`config.mk`:
```
export PLATFORM = sky130hd
export DESIGN_NAME = srw_ctrl
export DESIGN_NICKNAME = d
export VERILOG_FILES = /design/src/rtl/srw_pkg.sv /design/src/rtl/srw_ctrl.sv
export SDC_FILE = /design/constraint.sdc
export NUM_CORES = 1
export LEC_CHECK = 0
export BUFFER_PORTS_ARGS = -buffer_cell sky130_fd_sc_hd__buf_4
export CAP_MARGIN = 15
export CORE_MARGIN = 3
export CORE_UTILIZATION = 33
export CTS_CLUSTER_SIZE = 40
export DETAILED_ROUTE_END_ITERATION = 16
export GPL_ROUTABILITY_DRIVEN = 0
export SLEW_MARGIN = 0
export SYNTH_ARGS = -nofsm -noshare
export SYNTH_HDL_FRONTEND = slang
export SYNTH_SLANG_ARGS = --single-unit
```
`constraint.sdc`:
```
create_clock -name clk -period 2.05 [get_ports clk]
set_input_delay 0.41 -clock clk [delete_from_list [all_inputs] [get_ports clk]]
set_output_delay 0.41 -clock clk [all_outputs]
set_load 0.03 [all_outputs]
```
`src/rtl/srw_pkg.sv`:
```
// Shared package for the selective-repeat receive window.
// Holds request and register codes, reset values and the controller/datapath structs.
// No dependencies.
package srw_pkg;

  localparam logic [1:0] REQ_START   = 2'd0;
  localparam logic [1:0] REQ_DATA    = 2'd1;
  localparam logic [1:0] REQ_FIN     = 2'd2;
  localparam logic [1:0] REQ_UNKNOWN = 2'd3;

  localparam logic CFG_IDLE_TIMEOUT = 1'b0;
  localparam logic CFG_NACK_GAP     = 1'b1;

  localparam logic [19:0] IDLE_TIMEOUT_RST = 20'd5000;
  localparam logic [15:0] NACK_GAP_RST     = 16'd50;

  typedef struct packed {
    logic capture;
    logic decide;
    logic ins_rd;
    logic ins_wr;
    logic walk_step;
    logic finish;
    logic clr_step;
  } srw_cmd_t;

  typedef struct packed {
    logic need_data;
    logic head_present;
    logic sweep;
    logic clr_last;
    logic out_busy;
  } srw_sts_t;

  typedef enum logic [7:0] {
    S_CLR  = 8'b0000_0001,
    S_IDLE = 8'b0000_0010,
    S_DEC  = 8'b0000_0100,
    S_IRD  = 8'b0000_1000,
    S_IWR  = 8'b0001_0000,
    S_WRD  = 8'b0010_0000,
    S_WCHK = 8'b0100_0000,
    S_FIN  = 8'b1000_0000
  } srw_state_t;

endpackage

```
`src/rtl/srw_ctrl.sv`:
```
// Controller state machine of the receive window.
// Sequences decode, slot insert, in-order release walk and clearing sweep; uses srw_pkg.
module srw_ctrl import srw_pkg::*; (
  input  logic     clk,
  input  logic     rst_n,
  input  logic     in_valid,
  output logic     in_stall,
  input  srw_sts_t sts,
  output srw_cmd_t cmd
);

  srw_state_t state_r, state_nxt;

  assign in_stall = (state_r != S_IDLE);

  always_comb begin
    cmd       = '0;
    state_nxt = state_r;
    unique case (state_r)
      S_CLR: begin
        cmd.clr_step = 1'b1;
        if (sts.clr_last) state_nxt = S_IDLE;
      end
      S_IDLE: begin
        if (in_valid && !in_stall) begin
          cmd.capture = 1'b1;
          state_nxt   = S_DEC;
        end
      end
      S_DEC: begin
        cmd.decide = 1'b1;
        state_nxt  = sts.need_data ? S_IRD : S_FIN;
      end
      S_IRD: begin
        cmd.ins_rd = 1'b1;
        state_nxt  = S_IWR;
      end
      S_IWR: begin
        cmd.ins_wr = 1'b1;
        state_nxt  = S_WRD;
      end
      S_WRD: begin
        state_nxt = S_WCHK;
      end
      S_WCHK: begin
        if (sts.head_present) begin
          cmd.walk_step = 1'b1;
          state_nxt     = S_WRD;
        end else begin
          state_nxt = S_FIN;
        end
      end
      S_FIN: begin
        // A result still waiting in the output register holds this one here.
        if (!sts.out_busy) begin
          cmd.finish = 1'b1;
          state_nxt  = sts.sweep ? S_CLR : S_IDLE;
        end
      end
      default: state_nxt = S_CLR;
    endcase
  end

  // Reset starts with a sweep that clears every present bit.
  always_ff @(posedge clk) begin
    if (!rst_n) state_r <= S_CLR;
    else        state_r <= state_nxt;
  end

endmodule

```
Yosys cells after proc, flatten, opt, wreduce, memory -nomap -nowiden
Index checks and enable logic that the tools add are counted.

Output and inout bits: 8. Word-level logic and storage cells: 33. Register bits after elaboration: 8.

Equal/unequal tests: 12. Reductions and logical operators: 3. Multiplexer cells: 17.

Operators by type and width (number): case mux 8 bit (8 select lines) (1); two-way mux 8 bit (5); two-way mux 1 bit (10); == test 8 x 1 -> 1 bit (second input constant) (1); == test 8 x 2 -> 1 bit (second input constant) (1); == test 8 x 3 -> 1 bit (second input constant) (1); == test 8 x 4 -> 1 bit (second input constant) (1); == test 8 x 5 -> 1 bit (second input constant) (1); == test 8 x 6 -> 1 bit (second input constant) (1); == test 8 x 7 -> 1 bit (second input constant) (1); == test 8 bit (second input constant) (1); inequality test 8 x 2 -> 1 bit (second input constant) (1); inequality test 2 bit (second input constant) (3); AND reduction 3 bit (1); two-way mux 2 bit (1); logical AND 1 bit (1); zero test 1 bit (1).

Longest topological paths before layout
Gate-level depths: netlist (run 1).

Word-level depth: 5. Depth in mapped cells: 6. Gate-level depth less buffers: 5.

Worst setup path after synthesis (run 1)
Ideal clock, no wire load.

Path kind: register to output. Start: register state_r[0]. End: output port cmd[1] (netlist name). Path buffers: 1. Cell stages (with the launch flop): 5. Arrival time: 1.246 ns. Slack: 0.394 ns. Data required time: 1.640 ns. Cells stage by stage: dfxtp_1 -> buf_6 -> nor4_4 -> nand3_1 -> nor2_1.

RTL lines: start: declaration (line srw_ctrl.sv:12) `srw_state_t state_r, state_nxt;`; start signal: assignment (line srw_ctrl.sv:67) `else state_r <= state_nxt;`; end: declaration (line srw_ctrl.sv:9) `output srw_cmd_t cmd`.

==> metrics.txt, run 1 <==
outcome=complete, no violations; Clk pin slew, worst setup/hold paths=50 ps; fin. max-slew vios=0; Final Hold Vio Count=0; CP peak stage delay=430 ps; synth warn=0; reg-to-reg startpoint=state_r[1]$_SDFFE_PN0P_; final-layout fill cell count=178; CP max stage cell=dfxtp_1; CP Class=flop to primary output; H-tree levels=1; initial core utilization=0.373; biggest regs=state_r: 8 flops; DIE WIDTH=48.7 microns; Syn Inst Count=70; CP Max Fanout=9; crit-path cells=nor4_4 -> and2_2 -> and3_1 -> buf_4; grt ovf=0; GR Util All Layers=0.134; hpwl dp=1120 microns; CTS hold repair buffers=0; Final min period=1940 ps; final setup TNS=0 ps; CP Capture Type=primary output; CTS Buf Count=3; most frequent cells in the layout=buf_4, nor2_1, dfxtp_1; Setup WS pre-CTS=334 ps; WP data arrival=1530 ps; CTS Root Cell=clkbuf_4; vias in the first global route=517; Pre-antenna DRT Iters=4; average cell area after synthesis=8.58 sq um; Clock Latency Late Sink=250 ps; VDD IR max=0.388 mV; largest net degree at the start of global routing=10; Die Y=48.7 microns; Clock Sinks=8; leak pwr=0.000344 uW; Longest Clk Path Bufs=2; Final period util=0.945; CTS tree=done; Worst Hold End=state_r[3]$_SDFFE_PN0P_; layout net count=95; I/O Buffers=15; final setup fails=0; Least-Margin Pin Slew=432 ps; global-route wire length before repair=2380 microns; antenna violations before repair=0; post-DR wirelength/cell=12.7 microns; Synth cell types=33; drt drc=0; CP startpoint kind=flop; Worst slew margin=0.711; WHS Path Cells=2; hold_sp=sts[4]; syn_nets=78; Total Routed Length=1390 microns; Largest register FFs=8; FF-to-FF setup slack=400 ps; Inserted Diodes=0; largest register by flop count=state_r; final worst setup slack=112 ps; register bit total from synthesis=8; Reg2Reg Depth=4; Synth area leader=dfxtp_1; Setup Skew=2.27 ps; Area growth, synth to finish=24.2%; DRT iter0 DRCs=5; Vias/cell=5.22; Synth top area share=0.267; die area=0.00237 sq mm; core area=0.00161 sq mm; Seq/Total Area, Yosys=0.267; Min-Delay Path Class=input port to flop; RSZ-0062 raised after global routing=no; Final ANT Viol Nets=0; Req. time, crit path=1640 ps; total of max-cap violations=0; via count=569; Synth area leaders=dfxtp_1, nor4_4, nor2_1; Max Fclk=516 MHz; reg-to-reg endpoint=state_r[0]$_SDFFE_PN1P_; PwrDens=645 mW/mm^2; layout cells sized above 1=0.376; most common cell after layout, fill and taps aside=buf_4; IO Pins=16; synthesized area=601 sq um; # rows=14
[synth_stat cells]
master	instances
a2111oi_4	1
a21oi_1	3
a311o_1	1
a31oi_1	1
and2_2	1
and2_4	1
and2b_1	2
and3_1	3
and3_2	2
and3b_1	1
and4_1	1
buf_4	1
buf_6	2
dfxtp_1	8
inv_1	2
nand2_1	4
nand2_2	1
nand3_1	2
nand3b_1	1
nand4_2	1
nand4b_1	1
nor2_1	8
nor2_2	1
nor2b_1	4
nor3_1	3
nor3b_1	3
nor4_4	2
o211ai_1	2
o21ai_0	3
o21ai_1	1
o311ai_0	1
o31ai_1	1
xor2_1	1
[worst max-delay path by stage]
stage | start | end | cells past startpoint | slack (ps)
after floorplan | state_r[0]$_SDFFE_PN1P_ | cmd[1] | 4 | 390
after global placement | state_r[4]$_SDFFE_PN0P_ | cmd[5] | 4 | 340
after detailed placement | state_r[1]$_SDFFE_PN0P_ | state_r[0]$_SDFFE_PN1P_ | 4 | 330
after CTS | state_r[0]$_SDFFE_PN1P_ | cmd[5] | 4 | 60
after global routing | state_r[4]$_SDFFE_PN0P_ | cmd[2] | 4 | 6
final | state_r[4]$_SDFFE_PN0P_ | cmd[2] | 4 | 110
[cells by family (layout without fill, tap and decap cells)]
kind of cell | count (synthesis) | after routing | share of synthesized area
DFF | 8 | 8 | 0.267
buffers and inverters | 5 | 20 | 0.0625
xor gates and xnor gates | 1 | 1 | 0.0146
and+or+nand+nor | 42 | 42 | 0.473
AOI/OAI and AO/OA | 14 | 14 | 0.183
[layout make-up]
class	count	area, sq um	area share
timing repair buffer	15	113	0.151
tap	24	30.0	0.0403
clock buffer	3	22.5	0.0302
inverter	2	7.51	0.0101
sequential	8	163	0.218
multi-input combinational	57	410	0.550
[per-layer routing]
metal  track usage  vias to the layer above  share of wire  wire [microns]
met3        0.0552                        2          0.048              67
met5             0                        -              0               0
met1         0.156                      264           0.44             608
li1              -                      290              -               -
met4        0.0569                        0          0.017              24
met2         0.215                       13           0.49             687
[stage by stage]
stage                     instances  total power (uW)  area, sq um   util  hold WS [ps]
after floorplan                  70               324          601      -           526
after global placement          106               358          713  0.443           645
after detailed placement        106               361          713  0.443           638
after CTS                       109               486          736  0.457           391
after global routing            109               514          746  0.463           407
final                           109               481          746  0.463           397
[power breakdown]
part / switching (uW) / internal (uW)
Combinational: 83.7 / 78.1
Clock: 54.4 / 67.0
Sequential: 30.5 / 168
[critical path, delay by kind of cell, from the launching register on]
family                 cells  cell delay (ps)
DFF                        1              430
and+or+nand+nor            3              680
buffers and inverters      1              170
[repair_timing]
item	CTS	global route
hold endpoints to repair	0	0
endpoints found under the setup margin	0	4
gates resized for setup	0	4
setup buffers	0	0
Power figures use the tool's default switching activity.
==> run 2: changes to the inputs <==
- CTS_BUF_LIST: unset -> sky130_fd_sc_hd__clkbuf_2
==> run 2 against run 1 <==
Compared with the run above:
- wire length is 0.29% lower
- final area decreased by 1.0%
- total power fell by 5.9%
- setup slack gained 8.3 ps
- die area is the same
- global-route usage decreased by 0.13 points
- combinational power about the same
- via count down 0.18%
- cell count did not move
- highest routed layer unchanged
- clock skew down 1.3 ps
==> metrics.txt, run 2 (synthesis gave the netlist of run 1 again) <==
outcome=complete, no violations; fin. max-slew vios=0 (unchanged); Hold WS=412 ps (+15.4 ps); Setup WS pre-CTS=334 ps (unchanged); biggest regs=state_r: 8 flops; Setup Skew=0.974 ps (-1.30 ps); largest net degree at the start of global routing=10 (unchanged); Die Y=48.7 microns (unchanged); final setup TNS=0 ps (unchanged); Clk pin slew, worst setup/hold paths=70 ps (+20 ps); final worst setup slack=121 ps (+8.32 ps); CP peak stage delay=440 ps (about the same); Pre-antenna DRT Iters=4 (unchanged); PwrDens=614 mW/mm^2 (-4.9%); most frequent cells in the layout=buf_4, nor2_1, dfxtp_1; Max Fclk=518 MHz (+0.43%); Min-Delay Path Class=input port to flop; Worst slew margin=0.715 (+0.00329); DRT iter0 DRCs=7 (+2); via count=568 (-0.18%); CP Class=flop to primary output; Total Routed Length=1380 microns (-0.29%); Area growth, synth to finish=22.9%; fin area=738 sq um (-1.0%); final setup fails=0 (unchanged); DIE WIDTH=48.7 microns (unchanged); Inserted Diodes=0 (unchanged); Total Power=453 uW (-5.9%); total of max-cap violations=0 (unchanged); global-route wire length before repair=2360 microns (-0.88%); Top delay family on crit path=simple AND/OR/NAND/NOR gates; layout net count=95 (unchanged); Final min period=1930 ps (-8.32 ps); # rows=14 (unchanged); CP Max Fanout=9 (unchanged); Req. time, crit path=1640 ps (about the same); CP startpoint kind=flop; die area=0.00237 sq mm (unchanged); area of the multi-input gates=410 sq um (unchanged); Final Hold Vio Count=0 (unchanged); Final ANT Viol Nets=0 (unchanged); CP Capture Type=primary output; RSZ-0062 raised after global routing=no; CTS Buf Count=3 (unchanged); drt drc=0 (unchanged); setup bufs post-CTS=0 (unchanged); core area=0.00161 sq mm (unchanged); WP data arrival=1520 ps (about the same); Final period util=0.941 (-0.00406); H-tree levels=1 (unchanged); hpwl dp=1120 microns (unchanged); layout cells sized above 1=0.376 (unchanged); leak pwr=0.000342 uW (-0.39%); Clock Sinks=8 (unchanged); Clock Latency Late Sink=240 ps (about the same); crit path buf inv count=1 (unchanged); antenna violations before repair=0 (unchanged); vias in the first global route=520 (+0.58%); final-layout fill cell count=178 (unchanged); largest register by flop count=state_r; I/O Buffers=15 (unchanged); initial core utilization=0.373 (unchanged); VDD IR max=0.348 mV (-10%); post-DR wirelength/cell=12.7 microns (-0.29%); area post-placement=713 sq um (unchanged); most common cell after layout, fill and taps aside=buf_4; Sequential Area=163 sq um (unchanged); GR Util All Layers=0.133 (-0.00128); Largest register FFs=8 (unchanged); CP max stage cell=dfxtp_1; CTS tree=done; Vias/cell=5.21 (-0.18%); Longest Clk Path Bufs=2 (unchanged); IO Pins=16 (unchanged); Least-Margin Pin Slew=427 ps (-4.93 ps); crit-path cells=nor4_4 -> and2_2 -> and3_1 -> buf_4; grt ovf=0 (unchanged); CTS hold repair buffers=0 (unchanged); CTS Root Cell=clkbuf_2
[run 2: stage by stage]
| stage | std cells | utilization |
|---|---|---|
| floorplan | 70 | - |
| global placement | 106 | 0.443 |
| detailed placement | 106 | 0.443 |
| CTS | 109 | 0.452 |
| global route | 109 | 0.458 |
| finish | 109 | 0.458 |
[run 2: timing repair]
| item | 4_1_cts | 5_1_grt |
|---|---|---|
| hold endpoints to repair | 0 | 0 |
| gates resized for setup | 0 | 4 |
| endpoints found under the setup margin | 0 | 4 |
[run 2: final cells by class]
class,instances,area share
Sequential cell,8,0.220
Clock buffer,3,0.0203
Tap cell,24,0.0407
Multi-Input combinational cell,57,0.556
Inverter,2,0.0102
Timing Repair Buffer,15,0.153
[run 2: where the power goes]
part	switching, uW	internal, uW	total (uW)
clock network	53.3	39.9	93.2
registers	30.4	167	198
logic	84.1	78.2	162
[run 2: per-layer routing]
metal  vias up  wire length (microns)  GRT usage
li1        288                      -          -
met1       267                    610      0.151
met2        11                    683      0.217
met3         2                     65     0.0552
met4         0                     24     0.0569
met5         -                      0          0
[run 2: worst register-to-register path: stages (launching register included)]
cell	delay (ps)
dfxtp_1	440
nor4_4	290
o211ai_1	240
and2_4	230
a311o_1	340
[run 2: worst paths after layout]
check / to / slack, ps / start / depth (start not counted)
worst min-delay path: state_r[3]$_SDFFE_PN0P_ / 410 / sts[4] / 2
worst min register to register: state_r[6]$_SDFFE_PN0P_ / 660 / state_r[5]$_SDFFE_PN0P_ / 2
worst max-delay path: cmd[2] / 120 / state_r[4]$_SDFFE_PN0P_ / 4
worst max register to register: state_r[0]$_SDFFE_PN1P_ / 400 / state_r[4]$_SDFFE_PN0P_ / 4
==> run 3: changes to the inputs <==
- PLACE_DENSITY_LB_ADDON: unset -> 0.08
==> run 3 against run 2 <==
Compared with the run above:
- first-iteration DRC count up 100%
- clock power up 8%
- final area is 0.17% higher
- via count is 4.8% higher
- hold slack worse by 16 ps
- wire length up 9.0%
- cell count unchanged
- clock skew up 4.0 ps
- utilization is 0.078 points higher
- die area unchanged
- global-route usage is 0.38 points higher
- clock-buffer cell count stayed put
- critical endpoint is now cmd[5]
- largest cell class unchanged
==> metrics.txt, run 3 (synthesis gave the netlist of run 1 again) <==
CP max stage cell=dfxtp_1; Pre-antenna DRT Iters=4 (unchanged); PwrDens=622 mW/mm^2 (+1.4%); final setup TNS=0 ps (unchanged); Area growth, synth to finish=23.1%; Final ANT Viol Nets=0 (unchanged); Total Routed Length=1510 microns (+9.0%); Clock Sinks=8 (unchanged); CTS tree=done; Req. time, crit path=1640 ps (about the same); drt drc=0 (unchanged); Clock Latency Late Sink=250 ps (about the same); global-route wire length before repair=2480 microns (+5.0%); die area=0.00237 sq mm (unchanged); GR Util All Layers=0.137 (+0.00385); Longest Clk Path Bufs=2 (unchanged); CTS Root Cell=clkbuf_2; crit-path cells=nor2_2 -> and2_2 -> and3b_1 -> buf_4; layout net count=95 (unchanged); Die Y=48.7 microns (unchanged); Worst slew margin=0.719 (+0.00396); most common cell after layout, fill and taps aside=buf_4; hpwl dp=1190 microns (+6.6%); crit path buf inv count=1 (unchanged); CP Max Fanout=9 (unchanged); grt ovf=0 (unchanged); Min-Delay Path Class=input port to flop; Placed Instances=106 (unchanged); CTS Buf Count=3 (unchanged); Max Fclk=517 MHz (-0.25%); fin. max-slew vios=0 (unchanged); vias in the first global route=535 (+2.9%); antenna violations before repair=0 (unchanged); post-DR wirelength/cell=13.8 microns (+9.0%); leak pwr=0.000343 uW (about the same); Finished Layout Cells=109 (unchanged); Top delay family on crit path=flip-flops; H-tree levels=1 (unchanged); Setup Skew=5.01 ps (+4.04 ps); Vias/cell=5.46 (+4.8%); initial core utilization=0.373 (unchanged); DRT iter0 DRCs=14 (+7); outcome=complete, no violations; Setup WS pre-CTS=345 ps (+10.9 ps); CP startpoint kind=flop; # rows=14 (unchanged); Clk pin slew, worst setup/hold paths=90 ps (+20 ps); Final min period=1930 ps (+4.84 ps); Largest register FFs=8 (unchanged); RSZ-0062 raised after global routing=no; final worst setup slack=116 ps (-4.84 ps); largest net degree at the start of global routing=10 (unchanged); total of max-cap violations=0 (unchanged); Final Hold Vio Count=0 (unchanged); CP Class=flop to primary output; largest register by flop count=state_r; DIE WIDTH=48.7 microns (unchanged); Final period util=0.944 (+0.00236); VDD IR max=0.264 mV (-24%); I/O Buffers=15 (unchanged); Least-Margin Pin Slew=421 ps (-5.93 ps); CP Capture Type=primary output; Total Power=460 uW (+1.5%); CP peak stage delay=590 ps (+150 ps); biggest regs=state_r: 8 flops; core area=0.00161 sq mm (unchanged); final setup fails=0 (unchanged); Inserted Diodes=0 (unchanged); layout cells sized above 1=0.376 (unchanged); IO Pins=16 (unchanged); WP data arrival=1520 ps (about the same); most frequent cells in the layout=buf_4, dfxtp_1, nor2_1; via count=595 (+4.8%); CTS hold repair buffers=0 (unchanged)
-- run 3: repair_timing --
action	in CTS	in global routing
setup buffers	0	0
endpoints found under the setup margin	0	3
gates resized for setup	0	4
-- run 3: power by group --
group          total, uW  switching, uW  internal, uW
Sequential           196           31.4           165
Combinational        163           83.7          79.0
Clock                101           61.1          39.9
-- run 3: metrics by stage --
stage	utilization	area (sq um)	hold WS, ps
2_1_floorplan	-	601	526
3_3_place_gp	0.443	713	632
3_5_place_dp	0.443	713	636
4_1_cts	0.452	728	389
5_1_grt	0.459	739	381
6_report	0.459	739	396
-- run 3: routing by layer --
layer,wire (microns),GRT usage,vias to the layer above
li1,-,-,291
met1,670,0.154,282
met2,739,0.231,14
met3,67,0.0583,8
met4,31,0.0427,0
met5,0,0,-
-- run 3: worst paths after layout --
kind	start	cells past startpoint	endpoint	slack [ps]
min reg2reg	state_r[4]$_SDFFE_PN0P_	2	state_r[5]$_SDFFE_PN0P_	630
min	sts[4]	2	state_r[3]$_SDFFE_PN0P_	400
max reg2reg	state_r[1]$_SDFFE_PN0P_	4	state_r[0]$_SDFFE_PN1P_	320
max	state_r[0]$_SDFFE_PN1P_	4	cmd[5]	120
-- run 3: cell type report --
type / count / area (sq um)
Clock buffer: 3 / 15.0
Fill cell: 171 / 872
Inverter: 2 / 7.51
Multi-Input combinational cell: 57 / 413
Sequential cell: 8 / 161
Tap cell: 24 / 30.0
Timing Repair Buffer: 15 / 113
